File: src/rtl/core/sawft_pkg.sv
`default_nettype none
package sawft_pkg;

    localparam int FRAGMENT_BYTES = 113;
    localparam int PACKET_BYTES   = 2048;

    localparam int ADDR_W  = $clog2(PACKET_BYTES);
    localparam int CNT_W   = ADDR_W + 1;
    localparam int IDX_W   = CNT_W + 1;
    localparam int CHUNK_W = $clog2(FRAGMENT_BYTES + 1);

    // item function codes
    typedef enum logic [1:0] {
        FN_LINK = 2'd0,
        FN_HOST = 2'd1,
        FN_TICK = 2'd2,
        FN_PULL = 2'd3
    } t_func;

    // output kinds
    localparam logic [1:0] KIND_NONE = 2'd0;
    localparam logic [1:0] KIND_LINK = 2'd1;
    localparam logic [1:0] KIND_HOST = 2'd2;

    // frame control types
    localparam logic [1:0] TYPE_FIRST = 2'd0;
    localparam logic [1:0] TYPE_NEXT  = 2'd1;
    localparam logic [1:0] TYPE_ACK   = 2'd2;
    localparam logic [1:0] TYPE_BAD   = 2'd3;

    // status codes
    localparam logic [3:0] ST_NONE      = 4'd0;
    localparam logic [3:0] ST_BAD_TYPE  = 4'd1;
    localparam logic [3:0] ST_NEXT_IDLE = 4'd2;
    localparam logic [3:0] ST_DUP       = 4'd3;
    localparam logic [3:0] ST_ACK_IDLE  = 4'd4;
    localparam logic [3:0] ST_ACK_SEQ   = 4'd5;
    localparam logic [3:0] ST_GARBLED   = 4'd6;
    localparam logic [3:0] ST_GAVE_UP   = 4'd7;
    localparam logic [3:0] ST_RETRY     = 4'd8;
    localparam logic [3:0] ST_REASS_TO  = 4'd9;
    localparam logic [3:0] ST_RECEIVED  = 4'd10;
    localparam logic [3:0] ST_SENT      = 4'd11;
    localparam logic [3:0] ST_BUSY      = 4'd12;
    localparam logic [3:0] ST_HOST_LEN  = 4'd13;
    localparam logic [3:0] ST_ACCEPTED  = 4'd14;

    // configuration register indexes
    localparam logic [1:0] CFG_ACK_WAIT   = 2'd0;
    localparam logic [1:0] CFG_REASS_WAIT = 2'd1;
    localparam logic [1:0] CFG_TRY_LIMIT  = 2'd2;

    typedef struct packed {
        t_func      func;
        logic [7:0] byte_in;
        logic       last;
    } t_item;

    typedef struct packed {
        logic [15:0] ack_wait;
        logic [15:0] reass_wait;
        logic [3:0]  try_limit;
    } t_cfg;

endpackage
`default_nettype wire

File: src/rtl/core/sawft_front.sv
`default_nettype none
module sawft_front
    import sawft_pkg::*;
(
    input  wire logic       i_clk,
    input  wire logic       i_rst_n,
    input  wire logic       i_in_valid,
    output logic            o_in_stall,
    input  wire logic [1:0] i_func,
    input  wire logic [7:0] i_byte_in,
    input  wire logic       i_end_of_unit,
    output logic            o_valid,
    output t_item           o_item,
    input  wire logic       i_pop
);

    // two-entry item queue
    t_item      r_q [2];
    logic       r_wp, r_rp;
    logic [1:0] r_cnt;
    logic       push, pop;
    t_item      cls;

    always_comb begin
        cls.func    = t_func'(i_func);
        // byte and last only matter for link and host items
        cls.byte_in = (i_func[1] == 1'b0) ? i_byte_in : 8'd0;
        cls.last    = (i_func[1] == 1'b0) ? i_end_of_unit : 1'b0;
    end

    assign o_in_stall = (r_cnt == 2'd2);
    assign push       = i_in_valid && !o_in_stall;
    assign o_valid    = (r_cnt != 2'd0);
    assign pop        = i_pop && o_valid;
    assign o_item     = r_q[r_rp];

    always_ff @(posedge i_clk) begin
        if (push) begin
            r_q[r_wp] <= cls;
        end
        if (!i_rst_n) begin
            r_wp  <= 1'b0;
            r_rp  <= 1'b0;
            r_cnt <= 2'd0;
        end else begin
            if (push) begin
                r_wp <= ~r_wp;
            end
            if (pop) begin
                r_rp <= ~r_rp;
            end
            r_cnt <= r_cnt + {1'b0, push} - {1'b0, pop};
        end
    end

endmodule
`default_nettype wire

File: config.mk
export PLATFORM = sky130hd
export DESIGN_NAME = sawft_front
export DESIGN_NICKNAME = d
export VERILOG_FILES = /design/src/rtl/core/sawft_pkg.sv /design/src/rtl/core/sawft_front.sv
export SDC_FILE = /design/constraint.sdc
export NUM_CORES = 1
export LEC_CHECK = 0
export BUFFER_PORTS_ARGS = -buffer_cell sky130_fd_sc_hd__clkbuf_2
export CAP_MARGIN = 20
export CORE_UTILIZATION = 40
export DETAILED_ROUTE_END_ITERATION = 10
export PLACE_DENSITY_LB_ADDON = 0.12
export SYNTH_ARGS = -nofsm -noshare
export SYNTH_HDL_FRONTEND = slang
export SYNTH_SLANG_ARGS = --single-unit
File: constraint.sdc
create_clock -name i_clk -period 1.7 [get_ports i_clk]
set_input_delay 0.425 -clock i_clk [delete_from_list [all_inputs] [get_ports i_clk]]
set_output_delay 0.425 -clock i_clk [all_outputs]
set_load 0.05 [all_outputs]
==> results.json, run 1 <==
{
  "area.growth.synth_to_final_pct": 37.6,
  "grt_start_max_net_pins": 15,
  "dp_hpwl_um": 1130,
  "io_buf_count": 27,
  "htreeDepth": 1,
  "insertion_delay_ps": 310,
  "area_taken_by_flip_flops_and_latches_um2": 766,
  "clk_pin_slew_worst_paths_ps": 130,
  "synth.most_common_cell": "sky130_fd_sc_hd__edfxtp_1",
  "whs_endpoint": "r_q[1][9]$_DFFE_PP_",
  "final.fill_count": 213,
  "route.detailed.wl_per_inst_um": 13.2,
  "hold_path_startpoint": "i_func[0]",
  "post_synth_arst_share_pct": 0,
  "postSynthCellCount": 69,
  "hold_path.class": "input pin to register",
  "max-cap-violations": 0,
  "total_power_uw": 2350,
  "drc": 0,
  "timing.critical_path.to_type": "primary output",
  "gp_congestion": 0.729,
  "clock-root-buffer": "sky130_fd_sc_hd__clkbuf_4",
  "grt_first_pass_wirelength_um": 2560,
  "post-synth-top-area-cell": "sky130_fd_sc_hd__edfxtp_1",
  "combined_area_of_the_multi_input_logic_cells_um2": 345,
  "reg2reg_slack_ps": 150,
  "setup_ws_ps": -43.5,
  "synth_top_cells_by_area": "sky130_fd_sc_hd__edfxtp_1, sky130_fd_sc_hd__mux2_2, sky130_fd_sc_hd__dfxtp_1",
  "tightest_slew_ps": 277,
  "slew-limit-headroom_pct": 81.6,
  "violations": "setup timing",
  "clock-skew-final_ps": 3.79,
  "worst-path-max-fanout": 5,
  "net-switching-power_uw": 868,
  "sequentialPowerShare_pct": 38.7,
  "die_area_mm2": 0.00292,
  "cts.sink_count": 27,
  "clockBufferDepth": 2,
  "detail_route.vias_per_cell": 4.76,
  "synth_ff_type": "sky130_fd_sc_hd__edfxtp_1",
  "antenna_cells": 0,
  "critical_path.reg2reg.endpoint": "r_cnt[1]$_SDFF_PN0_",
  "floorplan.initialDensity_pct": 43.0,
  "status": "complete, but fails checks",
  "worst_ep_required_ps": 1270,
  "ys_ff_latch": 27,
  "final_area_mm2": 0.00149,
  "switching_share_pct": 37.0,
  "place_area_mm2": 0.00128,
  "post_synth_num_cell_types": 17,
  "r2r_start": "r_cnt[1]$_SDFF_PN0_",
  "finalNetCount": 121,
  "combPwrFrac_pct": 50.1,
  "die_height_um": 54.0,
  "cts_tree": "built",
  "detailedRoute.firstIterationViolations": 8,
  "postSynthAreaPerCell_um2": 15.7,
  "crit_arrival_ps": 1320,
  "worst_r2r_path_depth": 8,
  "synthesis.nets": 86,
  "core_mm2": 0.00252,
  "pwr-share-clk_pct": 11.2,
  "type_of_element_launching_the_critical_path": "register",
  "slew_viol_final": 0,
  "power_per_cell_area_mw_per_mm2": 1570,
  "dieWidth_um": 54.0,
  "cts_made_buffers": 3,
  "placementRows": 18,
  "syn_area_mm2": 0.00108,
  "setup.worst_path.class": "register to primary output",
  "top_post_synthesis_cells_by_count": "sky130_fd_sc_hd__edfxtp_1, sky130_fd_sc_hd__mux2_2, sky130_fd_sc_hd__nor2b_1",
  "p_leak_uw": 0.000631,
  "drt_wl_total_um": 1750,
  "setup_repair_after_global_routing_missed_its_margin": "true",
  "max-vdd-ir-drop_mv": 0.867,
  "synth_sequential_area_ratio_pct": 70.2,
  "dr_total_vias": 633,
  "grt_antenna_before_repair": 0,
  "finalCritPeriodShare_pct": 103,
  "gr-total-overflow": 0,
  "yosys.area.top_type_share_pct": 61.0,
  "worstHoldPathCells": 1,
  "final.min_clock_period_ps": 1740,
  "maxClockFrequency_ghz": 0.574,
  "ys.warnings.count": 0,
  "ant_nets": 0,
  "setup_viol": 11,
  "track_usage_pct": 13.3,
  "drt-pass1-iter-count": 2,
  "vias_in_the_first_global_route": 594,
  "boundaryPins": 28,
  "finalHoldViolCount": 0,
  "synth_edf_count": 22,
  "intPower_uw": 1480,
  "fraction_of_final_layout_cells_sized_beyond_drive_strength_1_pct": 47.6
}
-- metal layers --
layer / GRT usage, % / wire length (um) / up-vias / part of all wire (%)
met1: 16.5 / 829 / 301 / 47
li1: - / - / 312 / -
met5: 0 / 0 / - / 0
met4: 6.41 / 10 / 0 / 0.57
met2: 20.8 / 824 / 18 / 47
met3: 4.52 / 88 / 2 / 5.0
-- area by class of cell --
type | count | share of cell area (%)
clock buffer | 4 | 1.76
inverter | 3 | 0.755
multi-input combinational | 38 | 23.2
sequential | 27 | 51.3
tap | 30 | 2.52
timing repair buffer | 31 | 20.5
-- stage by stage --
stage / cells / hold slack [ps] / worst slack, ps / TNS [ps] / util [%]
after floorplan: 69 / 455 / 231 / 0 / -
after global placement: 128 / 465 / 139 / 0 / 50.9
after detailed placement: 128 / 479 / 107 / 0 / 50.9
after CTS: 132 / 288 / -81.9 / -788 / 56.3
after global routing: 133 / 277 / -94.5 / -870 / 59.1
final: 133 / 296 / -43.5 / -303 / 59.1
-- cell usage in the layout, fill, tap and decap left out --
cell type                   instances
sky130_fd_sc_hd__edfxtp_1          22
sky130_fd_sc_hd__clkbuf_2          16
sky130_fd_sc_hd__mux2_4            11
sky130_fd_sc_hd__buf_8             11
sky130_fd_sc_hd__nor2b_1            9
sky130_fd_sc_hd__nor2_1             4
sky130_fd_sc_hd__inv_1              3
sky130_fd_sc_hd__clkbuf_4           3
sky130_fd_sc_hd__dfxtp_1            3
sky130_fd_sc_hd__nand2b_1           2
sky130_fd_sc_hd__nand2_1            2
sky130_fd_sc_hd__xnor2_1            2
sky130_fd_sc_hd__ha_1               2
sky130_fd_sc_hd__buf_4              2
sky130_fd_sc_hd__o21a_2             1
sky130_fd_sc_hd__or2_2              1
sky130_fd_sc_hd__and3_1             1
sky130_fd_sc_hd__and2_1             1
sky130_fd_sc_hd__mux2i_1            1
sky130_fd_sc_hd__xor2_1             1
sky130_fd_sc_hd__dfxtp_4            1
sky130_fd_sc_hd__clkbuf_1           1
sky130_fd_sc_hd__clkbuf_16          1
sky130_fd_sc_hd__buf_12             1
sky130_fd_sc_hd__dfxtp_2            1
-- state kept, by name, summed over array words and instances (netlist names), named ones only --
signal and flops:
r_q 22, r_wp 1, r_rp 1, r_cnt 2
-- cells by family after synthesis --
kind of cell,Yosys count,share of synthesized area [%]
AO/OA/AOI/OAI,1,0.808
XOR/XNOR,3,2.43
adder cells (fa/ha/maj),2,2.31
buffers and inverters,4,1.73
flip-flops,27,70.2
multiplexers,12,12.4
AND/OR/NAND/NOR,20,10.2
-- power groups by stage --
stage	Combinational [uW]	Sequential (uW)	Clock [uW]
5_1_grt	1250	918	304
3_5_place_dp	897	905	0
6_report	1180	907	264
4_1_cts	1050	893	276
3_3_place_gp	884	901	0
2_1_floorplan	693	890	0
-- how the worst max path moves through the flow --
stage,cells past startpoint,endpoint,startpoint
global route,3,o_item[10],register
finish,3,o_item[10],register
CTS,3,o_item[9],register
floorplan,8,r_cnt[1]$_SDFF_PN0_,r_cnt[0]$_SDFF_PN0_
global placement,8,r_cnt[1]$_SDFF_PN0_,r_cnt[0]$_SDFF_PN0_
detailed placement,8,r_cnt[1]$_SDFF_PN0_,i_pop
-- what timing repair did --
action / CTS / global route
setup endpoints to repair: 11 / 12
buffers inserted: 0 / 0
cloned: 0 / 1
hold buffers: 0 / 0
resized for setup: 26 / 21
pin swaps: 0 / 0
-- worst max-delay path: stages, from the launching register on --
cell and delay, ps:
sky130_fd_sc_hd__dfxtp_4 400, sky130_fd_sc_hd__clkbuf_16 150, sky130_fd_sc_hd__mux2_4 310, sky130_fd_sc_hd__buf_8 150
(Power assumes the default switching activity.)
==> run 2, diff against run 1 <==
--- a/config.mk
+++ b/config.mk
@@ -8,8 +8,8 @@
 export BUFFER_PORTS_ARGS = -buffer_cell sky130_fd_sc_hd__clkbuf_2
 export CAP_MARGIN = 20
 export CORE_UTILIZATION = 40
+export CTS_CLUSTER_SIZE = 20
 export DETAILED_ROUTE_END_ITERATION = 10
-export PLACE_DENSITY_LB_ADDON = 0.12
 export SYNTH_ARGS = -nofsm -noshare
 export SYNTH_HDL_FRONTEND = slang
 export SYNTH_SLANG_ARGS = --single-unit
==> results.json, run 2 (synthesis results as in run 1) <==
{
  "setup_ws_ps": -15.6,
  "drt-pass1-iter-count": 3,
  "power_per_cell_area_mw_per_mm2": 1560,
  "antenna_cells": 0,
  "slew-limit-headroom_pct": 81.7,
  "cts_tree": "built",
  "type_of_element_launching_the_critical_path": "register",
  "detailedRoute.firstIterationViolations": 4,
  "layout.cells.non_filler": 135,
  "final.min_clock_period_ps": 1720,
  "cts_made_buffers": 3,
  "dpl.cell_count": 131,
  "drt_wl_total_um": 1780,
  "maxClockFrequency_ghz": 0.583,
  "reg2reg_slack_ps": 120,
  "gp_congestion": 0.701,
  "insertion_delay_ps": 310,
  "grt_start_max_net_pins": 15,
  "boundaryPins": 28,
  "ant_nets": 0,
  "crit_arrival_ps": 1290,
  "worst_ep_required_ps": 1270,
  "grt_first_pass_wirelength_um": 2740,
  "largest-register": "r_q",
  "whs_ps": 303,
  "die_height_um": 54.0,
  "setup_repair_after_global_routing_missed_its_margin": "true",
  "floorplan.initialDensity_pct": 43.0,
  "htreeDepth": 1,
  "max-vdd-ir-drop_mv": 1.02,
  "timing.critical_path.to_type": "primary output",
  "layout.cells.most_common": "sky130_fd_sc_hd__edfxtp_1",
  "gr-total-overflow": 0,
  "setup.worst_path.class": "register to primary output",
  "dr_total_vias": 625,
  "clockBufferDepth": 2,
  "dp_hpwl_um": 1280,
  "fraction_of_final_layout_cells_sized_beyond_drive_strength_1_pct": 51.4,
  "detail_route.vias_per_cell": 4.63,
  "max_reg_flops": 22,
  "final_cell_mix": "sky130_fd_sc_hd__edfxtp_1, sky130_fd_sc_hd__clkbuf_2, sky130_fd_sc_hd__mux2_4",
  "slew_viol_final": 0,
  "grt_antenna_before_repair": 0,
  "clock-root-buffer": "sky130_fd_sc_hd__clkbuf_4",
  "track_usage_pct": 14.0,
  "vias_in_the_first_global_route": 622,
  "p_leak_uw": 0.000639,
  "io_buf_count": 27,
  "finalNetCount": 123,
  "worst-path-max-fanout": 5,
  "status": "complete, but fails checks",
  "clock-skew-final_ps": 2.18,
  "tightest_slew_ps": 276,
  "area.growth.synth_to_final_pct": 38.7,
  "dpl_worst_slack_ps": 79.3,
  "dieWidth_um": 54.0,
  "drc": 0,
  "die_area_mm2": 0.00292,
  "hold_path.class": "input pin to register",
  "route.detailed.wl_per_inst_um": 13.1,
  "finalHoldViolCount": 0,
  "placementRows": 18,
  "clk_pin_slew_worst_paths_ps": 140,
  "largest_registers_in_the_final_layout": "r_q (22), r_cnt (2)",
  "core_mm2": 0.00252,
  "total_power_uw": 2350,
  "postCtsSetupBuffers": 0,
  "setup_viol": 7,
  "violations": "setup timing",
  "final_core_utilization_pct": 59.6,
  "cts.sink_count": 27,
  "finalCritPeriodShare_pct": 101,
  "max-cap-violations": 0
}
run 2: final cells by class:
class	instances	area [um2]
well taps	30	37.5
inverters	3	11.3
clock buffers	4	26.3
flip-flops and latches	27	764
repair buffers	33	308
fillers	217	1020
multi-input cells	38	355
run 2: worst max-delay path: stages, from the launching register on:
cell	delay, ps
sky130_fd_sc_hd__dfxtp_2	360
sky130_fd_sc_hd__buf_6	130
sky130_fd_sc_hd__mux2_4	310
sky130_fd_sc_hd__clkbuf_16	170
run 2: what timing repair did:
action	CTS	global route
gates resized for setup	37	14
endpoints found under the setup margin	11	12
hold buffers	0	0
run 2: report_power, final:
part           switching (uW)  internal, uW
combinational             646           535
sequential               50.8           847
clock                     175          91.6
total                     872          1470
run 2: path summary, 6_finish.rpt:
check	cells past startpoint	from	end
worst min register to register	2	r_wp$_SDFFE_PN0N_	r_wp$_SDFFE_PN0N_
worst max-delay path	3	register	o_item[10]
worst min-delay path	1	i_func[0]	r_q[1][9]$_DFFE_PP_
worst max register to register	8	r_cnt[0]$_SDFF_PN0_	r_cnt[1]$_SDFF_PN0_
run 2: per-layer routing:
metal  up-vias  track usage, %  wire length, um
li1        313               -                -
met1       295            16.9              725
met2        15            24.7              967
met3         2            1.69               67
met4         0            6.41               15
met5         -               0                0
run 2: through the flow:
| stage | TNS (ps) | area (um2) |
|---|---|---|
| after global routing | -594 | 1500 |
| after global placement | 0 | 1290 |
| after CTS | -433 | 1480 |
| after detailed placement | 0 | 1290 |
| final | -66.4 | 1500 |
| after floorplan | 0 | 1080 |
